$ cat config.mk
export PLATFORM = sky130hd
export DESIGN_NAME = hci_uart_packet_deframer
export DESIGN_NICKNAME = d
export VERILOG_FILES = /design/src/hdl/hud_pkg.sv /design/src/hdl/hci_uart_packet_deframer.sv
export VERILOG_INCLUDE_DIRS = /design/src /design/src/hdl
export SDC_FILE = /design/constraint.sdc
export NUM_CORES = 1
export LEC_CHECK = 0
export ABC_CLOCK_PERIOD_IN_PS = 4800
export BUFFER_PORTS_ARGS = -buffer_cell sky130_fd_sc_hd__clkbuf_2
export CAP_MARGIN = 10
export CORE_ASPECT_RATIO = 1.5
export CORE_MARGIN = 1
export CORE_UTILIZATION = 55
export CTS_CLUSTER_SIZE = 28
export DETAILED_ROUTE_END_ITERATION = 10
export PLACE_DENSITY = 0.87
export SLEW_MARGIN = 20
export SYNTH_ARGS = -nofsm -noshare
export SYNTH_HDL_FRONTEND = slang
export SYNTH_SLANG_ARGS = --single-unit
$ cat constraint.sdc
create_clock -name clk -period 4.8 [get_ports clk]
set_input_delay 0.24 -clock clk [delete_from_list [all_inputs] [get_ports clk]]
set_output_delay 0.24 -clock clk [all_outputs]
set_load 0.05 [all_outputs]
$ cat src/hdl/hci_uart_packet_deframer_defines.svh
// Assertion macros shared by the deframer RTL.
`ifndef HCI_UART_PACKET_DEFRAMER_DEFINES_SVH
`define HCI_UART_PACKET_DEFRAMER_DEFINES_SVH

// Check that cons holds in the same cycle as ante.
`define HUD_ASSERT_NOW(label, ante, cons, msg) \
  label: assert property (@(posedge clk) disable iff (!rst_n) (ante) |-> (cons)) \
    else $error(msg);

// Check that cons holds in the cycle after ante.
`define HUD_ASSERT_NEXT(label, ante, cons, msg) \
  label: assert property (@(posedge clk) disable iff (!rst_n) (ante) |=> (cons)) \
    else $error(msg);

`endif

$ cat src/hdl/hud_pkg.sv
`timescale 1ns / 1ps

package hud_pkg;

  // Parser phase codes
  localparam logic [1:0] PHASE_IDLE   = 2'd0;
  localparam logic [1:0] PHASE_EVENT  = 2'd1;
  localparam logic [1:0] PHASE_ACL    = 2'd2;
  localparam logic [1:0] PHASE_VENDOR = 2'd3;

  // Packet type bytes
  localparam logic [7:0] TYPE_EVENT  = 8'h04;
  localparam logic [7:0] TYPE_ACL    = 8'h02;
  localparam logic [7:0] TYPE_VENDOR = 8'h05;

  // Packet kind codes on the result channel
  localparam logic [1:0] KIND_EVENT  = 2'd0;
  localparam logic [1:0] KIND_ACL    = 2'd1;
  localparam logic [1:0] KIND_VENDOR = 2'd2;

  localparam int unsigned IDX_W = 17;

  localparam logic [IDX_W-1:0] EVENT_HDR_BYTES = 17'd3;
  localparam logic [IDX_W-1:0] ACL_HDR_BYTES   = 17'd5;
  localparam logic [IDX_W-1:0] ACL_LEN_LO_POS  = 17'd4;
  localparam logic [7:0]       VENDOR_LEN_RST  = 8'd10;
  localparam logic [7:0]       VENDOR_LEN_MIN  = 8'd2;

  typedef struct packed {
    logic [7:0]       data_byte;
    logic [1:0]       kind;
    logic             first;
    logic             last;
    logic [IDX_W-1:0] index;
  } hud_result_t;

endpackage

$ cat src/hdl/hci_uart_packet_deframer.sv
// H4-style HCI UART deframer.
// Input channel: one received UART byte per transfer (in_valid / in_stall,
// payload in_rx_byte). Output channel: one result per byte that belongs to a
// packet (out_valid / out_stall): the byte, its packet kind, its index in the
// packet and first / last marks. Bytes seen while idle that are not a packet
// type (0x04 event, 0x02 ACL, 0x05 vendor) are dropped without a result.
// A result is registered in the output register (in the skid register while
// the receiver stalls). Throughput: one byte per cycle while in_stall is low,
// set by the single parse step between the state registers and output register.
// A two-entry output buffer (output register plus skid register) lets the
// block take a byte while a result is waiting; in_stall rises only once the
// skid register holds a result, and drops the cycle after the receiver
// takes one. Results are never lost or reordered while out_stall is high.
// cfg_wr_en / cfg_wr_data write the vendor packet length (total bytes,
// header included; values below 2 act as 2). Write only while idle.
// Reset (rst_n low, synchronous) returns the parser to idle, empties the
// output buffer and sets the vendor packet length to 10.
`timescale 1ns / 1ps
`include "hci_uart_packet_deframer_defines.svh"

module hci_uart_packet_deframer (
  input  logic        clk,
  input  logic        rst_n,
  input  logic        in_valid,
  output logic        in_stall,
  input  logic [7:0]  in_rx_byte,
  output logic        out_valid,
  input  logic        out_stall,
  output logic [7:0]  out_data_byte,
  output logic [1:0]  out_packet_kind,
  output logic        out_first_of_packet,
  output logic        out_last_of_packet,
  output logic [16:0] out_byte_index,
  input  logic        cfg_wr_en,
  input  logic [7:0]  cfg_wr_data
);
  import hud_pkg::*;

  logic [1:0]       phase_r, phase_nxt;
  logic [IDX_W-1:0] count_r, count_nxt;
  logic [15:0]      pay_len_r, pay_len_nxt;
  logic             len_known_r, len_known_nxt;
  logic [7:0]       len_lo_r, len_lo_nxt;
  logic [7:0]       vendor_len_r;

  hud_result_t      res;
  logic             res_valid;
  logic [IDX_W-1:0] count_inc;
  logic [IDX_W-1:0] end_count;
  logic [7:0]       vendor_lim;
  logic             in_xfer;
  logic             push;
  logic             take;

  hud_result_t      out_r, skid_r;
  logic             out_valid_r, skid_valid_r;

  assign in_xfer = in_valid && !in_stall;
  assign take    = out_valid_r && !out_stall;
  assign push    = in_xfer && res_valid;

  // Parse one byte against the current phase
  always_comb begin
    phase_nxt      = phase_r;
    count_nxt      = count_r;
    pay_len_nxt    = pay_len_r;
    len_known_nxt  = len_known_r;
    len_lo_nxt     = len_lo_r;
    res_valid      = 1'b0;
    res.data_byte  = in_rx_byte;
    res.kind       = KIND_EVENT;
    res.first      = 1'b0;
    res.last       = 1'b0;
    res.index      = count_r;
    count_inc      = count_r + 17'd1;
    end_count      = '0;
    vendor_lim     = (vendor_len_r < VENDOR_LEN_MIN) ? VENDOR_LEN_MIN : vendor_len_r;
    unique case (phase_r)
      PHASE_IDLE: begin
        res.first   = 1'b1;
        res.index   = '0;
        res_valid   = 1'b1;
        case (in_rx_byte)
          TYPE_EVENT: begin
            phase_nxt = PHASE_EVENT;
            res.kind  = KIND_EVENT;
          end
          TYPE_ACL: begin
            phase_nxt = PHASE_ACL;
            res.kind  = KIND_ACL;
          end
          TYPE_VENDOR: begin
            phase_nxt = PHASE_VENDOR;
            res.kind  = KIND_VENDOR;
          end
          default: res_valid = 1'b0;
        endcase
        if (res_valid) begin
          count_nxt     = 17'd1;
          pay_len_nxt   = '0;
          len_known_nxt = 1'b0;
          len_lo_nxt    = '0;
        end
      end
      PHASE_EVENT: begin
        res_valid = 1'b1;
        res.kind  = KIND_EVENT;
        count_nxt = count_inc;
        if (count_inc == EVENT_HDR_BYTES) begin
          pay_len_nxt   = {8'd0, in_rx_byte};
          len_known_nxt = 1'b1;
        end
        end_count = {1'b0, pay_len_nxt} + EVENT_HDR_BYTES;
        res.last  = len_known_nxt && (count_inc == end_count);
      end
      PHASE_ACL: begin
        res_valid = 1'b1;
        res.kind  = KIND_ACL;
        count_nxt = count_inc;
        if (count_inc == ACL_LEN_LO_POS) begin
          len_lo_nxt = in_rx_byte;
        end
        if (count_inc == ACL_HDR_BYTES) begin
          pay_len_nxt   = {in_rx_byte, len_lo_r};
          len_known_nxt = 1'b1;
        end
        end_count = {1'b0, pay_len_nxt} + ACL_HDR_BYTES;
        res.last  = len_known_nxt && (count_inc == end_count);
      end
      PHASE_VENDOR: begin
        res_valid = 1'b1;
        res.kind  = KIND_VENDOR;
        count_nxt = count_inc;
        res.last  = count_inc >= {9'd0, vendor_lim};
      end
      default: res_valid = 1'b0;
    endcase
    if (res.last) begin
      phase_nxt = PHASE_IDLE;
    end
  end

  // Advance parser state on each input transfer
  always_ff @(posedge clk) begin
    if (!rst_n) begin
      phase_r     <= PHASE_IDLE;
      count_r     <= '0;
      pay_len_r   <= '0;
      len_known_r <= 1'b0;
      len_lo_r    <= '0;
    end else if (in_xfer) begin
      phase_r     <= phase_nxt;
      count_r     <= count_nxt;
      pay_len_r   <= pay_len_nxt;
      len_known_r <= len_known_nxt;
      len_lo_r    <= len_lo_nxt;
    end
  end

  // Hold the vendor packet length register
  always_ff @(posedge clk) begin
    if (!rst_n) begin
      vendor_len_r <= VENDOR_LEN_RST;
    end else if (cfg_wr_en) begin
      vendor_len_r <= cfg_wr_data;
    end
  end

  // Output register with skid stage
  always_ff @(posedge clk) begin
    if (!rst_n) begin
      out_valid_r  <= 1'b0;
      skid_valid_r <= 1'b0;
    end else if (skid_valid_r) begin
      if (take) begin
        out_r        <= skid_r;
        skid_valid_r <= 1'b0;
      end
    end else if (push) begin
      if (!out_valid_r || take) begin
        out_r       <= res;
        out_valid_r <= 1'b1;
      end else begin
        skid_r       <= res;
        skid_valid_r <= 1'b1;
      end
    end else if (take) begin
      out_valid_r <= 1'b0;
    end
  end

  assign in_stall            = skid_valid_r;
  assign out_valid           = out_valid_r;
  assign out_data_byte       = out_r.data_byte;
  assign out_packet_kind     = out_r.kind;
  assign out_first_of_packet = out_r.first;
  assign out_last_of_packet  = out_r.last;
  assign out_byte_index      = out_r.index;

  `HUD_ASSERT_NOW(a_skid_needs_out, skid_valid_r, out_valid_r, "skid full with output empty")
  `HUD_ASSERT_NEXT(a_push_stalled_to_skid, push && out_valid_r && out_stall,
                   skid_valid_r, "stalled result not parked in skid")
  `HUD_ASSERT_NOW(a_first_index_zero, out_valid_r && out_r.first,
                  out_r.index == '0, "header byte with nonzero index")
  `HUD_ASSERT_NEXT(a_last_returns_idle, push && res.last,
                   phase_r == PHASE_IDLE, "parser not idle after last byte")

endmodule

Yosys cells after proc, flatten, opt, wreduce, memory -nomap -nowiden --
Index checks and enable logic that the tools add are counted.
Cells by class: bitwise gates (word level) 2, divide/modulo/power cells 0, reductions and logical operators 26, mux-type cells 40, eq/ne operators 15, multiply operators 0, shifts and indexed selects 0, add/sub/neg operators 3, $lt $le $gt $ge 2
Operators with widths (number):
- $mux W29 | 4
- $mux W16 | 5
- $pmux W16 S3 | 1
- $eq A17 B17 Y1 | 2
- $eq A17 B3 Y1 const B | 2
- $mux W17 | 2
- $pmux W17 S2 | 1
- $mux W8 | 3
- $add A16 B2 Y17 const B | 1
- $add A16 B3 Y17 const B | 1
- $add A17 B1 Y17 const B | 1
- $eq A17 B2 Y1 const B | 1
- $ge A17 B8 Y1 | 1
- $eq A8 B3 Y1 const B | 2
- $pmux W8 S2 | 1
- $mux W1 | 15
- $reduce_and A4 Y1 | 3
- $reduce_bool A2 Y1 | 5
- $reduce_and A3 Y1 | 3
- $eq A8 B2 Y1 const B | 1
- $lt A8 B2 Y1 const B | 1
- $pmux W2 S4 | 1
- $pmux W1 S3 | 2
- $pmux W2 S3 | 1
- 16 further kinds | 28
Storage, ports and cells: ROM bits 0, word-level logic and storage cells 106, memories kept 0, RAM bits 0, bits of input ports 21, bits in latches 0, register bits 112

Longest topological paths before layout --
word-level depth 11, depth in mapped cells 22

Least setup slack after synthesis --
Ideal clock, no wire load.
path type flip-flop to flip-flop, from register count_r[1], to register out_r, in the netlist out_last_of_packet (data pin), stages on the path, launching flop included 23, data arrival time 4.622 ns, library setup time 0.169 ns, path buffers 3, setup slack 0.008 ns, path through dfxtp_1 ha_1 nand3_1 or4_1 clkbuf_1 mux2i_1 a21oi_1 nand4_1 buf_2 buf_2 mux2i_1 ha_1 nand2b_1 nor3_1 xor2_1 xnor2_1 a2111oi_0 and3_1 o21ai_0 nor4_1 o2111a_1 a211oi_1 o31ai_1
Between the ends: cells in the longest elaborated chain, start to end 11, elaborated cells between the ends (all ways) 22, classes of those cells add/sub: 3; order compare: 1; eq/ne: 4; mux: 12; reduce/logical: 2
Ends and longest elaborated chain:
- start: declaration | line hci_uart_packet_deframer.sv:40 | logic [IDX_W-1:0] count_r, count_nxt;
- start signal: assignment | line hci_uart_packet_deframer.sv:153 | count_r <= count_nxt;
- $add A17 B1 Y17 * | line hci_uart_packet_deframer.sv:75 | count_inc = count_r + 17'd1;
- $eq A17 B3 Y1 or $eq A17 B2 Y1 (tied branches) | line hci_uart_packet_deframer.sv:123, hci_uart_packet_deframer.sv:109
- $mux W16 (on tied branches) | line hci_uart_packet_deframer.sv:123, hci_uart_packet_deframer.sv:109
- $mux W16 | line hci_uart_packet_deframer.sv:78 | unique case (phase_r)
- $add A16 B3 Y17 or $add A16 B2 Y17 (tied branches) | line hci_uart_packet_deframer.sv:127, hci_uart_packet_deframer.sv:113
- $eq A17 B17 Y1 (on tied branches) | line hci_uart_packet_deframer.sv:128, hci_uart_packet_deframer.sv:114
- $logic_and A1 B1 Y1 (on tied branches) | line hci_uart_packet_deframer.sv:128, hci_uart_packet_deframer.sv:114
- $pmux W1 S3 * | line hci_uart_packet_deframer.sv:78
- $mux W29 * | line hci_uart_packet_deframer.sv:180 | if (!out_valid_r || take) begin
- $mux W29 * | line hci_uart_packet_deframer.sv:179 | end else if (push) begin
- $mux W29 * | line hci_uart_packet_deframer.sv:174 | end else if (skid_valid_r) begin
- end signal: assignment | line hci_uart_packet_deframer.sv:176 | out_r <= skid_r;
- end signal: assignment | line hci_uart_packet_deframer.sv:181 | out_r <= res;
- end: declaration | line hci_uart_packet_deframer.sv:55 | hud_result_t out_r, skid_r;
Mark *: on every way between the ends. The rest lies on a longest branch, timed or not. The select of a mux whose other input is x is not followed. A chain may end at the register's enable or synchronous reset.

Final worst setup path --
Same ends and word-level chain as after synthesis.

==> flow_metrics.env <==
export IMPL_grt_max_degree=55
export IMPL_cts_buffers=9
export IMPL_die_w_um=96.20
export IMPL_antenna_found_initial=0
export IMPL_ys_warn_count=0
export IMPL_cp_arrival_ps=4750
export IMPL_synthTopCellsByArea="edfxtp_1 (24%), dfxtp_1 (15%), xnor2_1 (6.5%)"
export IMPL_dp_hpwl_mm=15.09
export IMPL_vdd_drop_max_mv=0.1375
export IMPL_die_area_um2=13790
export IMPL_drtIter0Drc=498
export IMPL_area_growth_pct=12.13
export IMPL_hold_ws_ps=99.93
export IMPL_cp_start_kind="flop"
export IMPL_maxSlewHeadroom_pct=24.80
export IMPL_synth_edf_count=58
export IMPL_post_synth_top_count_cell="nor2_1"
export IMPL_worstMarginPinSlew_ps=1119
export IMPL_die_y_um=143.3
export IMPL_maxCapViolations=0
export IMPL_synthArstFlopShare_pct=0
export IMPL_diodes=0
export IMPL_netlist_area_um2=7321
export IMPL_yosys_area_top_type_share_pct=23.79
export IMPL_num_nets_final=888
export IMPL_start_util_pct=56.52
export IMPL_hold_class="in2reg"
export IMPL_cts_tree="yes"
export IMPL_io_pins=52
export IMPL_worstSetupStartpoint="count_r[1]$_SDFFE_PN0P_"
export IMPL_cp_slowest_cell="or4_4"
export IMPL_grt_overflow=0
export IMPL_path_buf_inv=0
export IMPL_synth_common_cells="nor2_1 (88), edfxtp_1 (58), nand2_1 (56), dfxtp_1 (54), xnor2_1 (54)"
export IMPL_h_tree_depth=3
export IMPL_vias_per_cell=6.542
export IMPL_final_antenna_net_count=0
export IMPL_port_buffers=51
export IMPL_setup_worst_path_class="reg2reg"
export IMPL_fin_worst_skew_ps=16.42
export IMPL_r2r_start="count_r[1]$_SDFFE_PN0P_"
export IMPL_placed_cell_area_um2=7775
export IMPL_rows=51
export IMPL_path_cells="ha_4 > nand3_2 > or4_4 > mux2i_2 > a21oi_2 > nand4_1 > mux2i_1 > ha_2 > nand2b_4 > nor3_4 > xor2_2 > xnor2_1 > a2111oi_1 > and3_1 > o21ai_0 > nor4_1 > o2111a_1 > a211oi_1 > o31ai_1"
export IMPL_slowest_delay_ps=580
export IMPL_layout_drive_gt1_share_pct=19.09
export IMPL_synth_cells=808
export IMPL_drtPass1Iterations=5
export IMPL_grt_pass1_wl_mm=31.84
export IMPL_synth_area_per_cell_um2=9.060
export IMPL_core_um2=12950
export IMPL_crit_family="simple AND/OR/NAND/NOR gates"
export IMPL_ctsLongestPathBuffers=2
export IMPL_ctsHoldBuffers=0
export IMPL_drc_errors=0
export IMPL_routed_wl_mm=21.22
export IMPL_slew_violations=0
export IMPL_clkTransAtPathRegs_ps=80
export IMPL_ys_ff_latch=112
export IMPL_cts_sinks=112
export IMPL_fin_crit_sh_pct=95.12
export IMPL_grt_pass1_vias=6029
export IMPL_p_leak_nw=3.049
export IMPL_gr_usage_all_layers_pct=30.97
export IMPL_clk_latency_ps=360
export IMPL_ys_seq_area_share_pct=38.56
export IMPL_fin_crit_ps=4566
export IMPL_timing_final_ws_setup_ps=234.4
export IMPL_p_total_mw=1.831
export IMPL_setup_tns_ps=0
export IMPL_hp_start="cfg_wr_data[1]"
export IMPL_postLayoutCellArea_um2=8209
export IMPL_cp_max_fo=8
export IMPL_preCtsSetupSlack_ps=6.310
export IMPL_status="finished, final reports clean"
export IMPL_ys_flop_type="edfxtp_1"
export IMPL_cts_root_buf="clkbuf_16"
export IMPL_routedWlPerCell_um=20.95
export IMPL_ys_types=68
export IMPL_finalSetupViolCount=0
export IMPL_hold_viol_final=0
export IMPL_critPathCaptureType="flop"
export IMPL_p_per_area_nw_per_um2=223.0
export IMPL_max_freq_mhz=219.0
export IMPL_yosys_area_top_type="edfxtp_1"
export IMPL_via_count=6627
export IMPL_gp_congestion=1.040
export IMPL_syn_num_nets=847
export IMPL_crit_required_ps=4980
report_power, final:
part | total, mW | internal, mW | switching [mW]
Sequential | 1.01 | 1.00 | 0.00361
Clock | 0.741 | 0.366 | 0.375
Combinational | 0.0829 | 0.0260 | 0.0569
Total | 1.83 | 1.40 | 0.435
metrics by stage:
step	util, %	std cells
2_1_floorplan	-	808
3_3_place_gp	59.96	991
3_5_place_dp	60.02	991
4_1_cts	62.29	1008
5_1_grt	63.37	1013
6_report	63.37	1013
cell type report:
class,count,area (um^2)
flip-flops and latches,112,2831
clock inverters,6,57.56
well taps,159,198.9
repair buffers,87,529.3
multi-input cells,617,4280
fillers,1082,4745
clock buffers,10,229.0
inverters,22,82.58
cell families (layout without fill, tap and decap cells):
logic type                 after synthesis  count (layout)  share of synthesized area (%)
adders and majority gates               18              18                          3.076
buffers and inverters                   79             125                          4.563
and+or+nand+nor                        293             293                          20.29
xor gates and xnor gates                75              75                          8.973
DFF                                    112             112                          38.56
AOI/OAI and AO/OA                      161             161                          14.51
muxes                                   70              70                          10.03
tightest hold or removal path, stage by stage:
cell and delay, ps:
clkbuf_2 70, mux2i_1 50, nand2_1 60
final timing paths:
path	to	slack [ps]	cells past startpoint
hold reg to reg	vendor_len_r[3]$_SDFFE_PN1P_	520	2
setup reg to reg	out_last_of_packet$_DFFE_PP_	230	19
setup / recovery	out_last_of_packet$_DFFE_PP_	230	19
hold / removal	vendor_len_r[1]$_SDFFE_PN1P_	100	3
flip-flops by register name (all words and copies together) (netlist names):
signal / flops
in_stall: 1
phase_r: 2
pay_len_r: 16
count_r: 17
out_data_byte: 8
out_valid: 1
vendor_len_r: 8
len_lo_r: 8
out_packet_kind: 2
len_known_r: 1
out_byte_index: 17
out_first_of_packet: 1
out_last_of_packet: 1
skid_r: 29
cell usage in the layout (no fill, tap or decap), types with 16 or more instances in the layout:
cell type,Yosys,layout
inv_1,19,19
buf_4,2,35
clkbuf_2,0,51
nor2b_1,20,20
a21oi_1,36,34
xor2_1,21,20
o21ai_0,31,31
nand3_1,22,21
dfxtp_1,54,49
ha_1,18,16
nand2_1,56,56
edfxtp_1,58,58
mux2_2,26,26
mux2i_1,43,42
nand4_1,16,16
a22oi_1,26,26
xnor2_1,54,53
nor3_1,29,26
nor2_1,88,87
layer usage:
layer / part of all wire (%) / wire length (um) / up-vias / track usage, %
met5: 0 / 0 / - / 0
met4: 7.0 / 1493 / 0 / 21.05
met3: 6.3 / 1328 / 99 / 4.392
met2: 49 / 10480 / 332 / 51.36
met1: 37 / 7924 / 3186 / 36.33
li1: - / - / 3010 / -
what timing repair did:
item,in CTS,in global routing
buffers inserted,1,5
gates resized for setup,0,25
pin swaps,1,11
endpoints found under the setup margin,2,4
No activity file was read; power rests on OpenSTA's default activity.
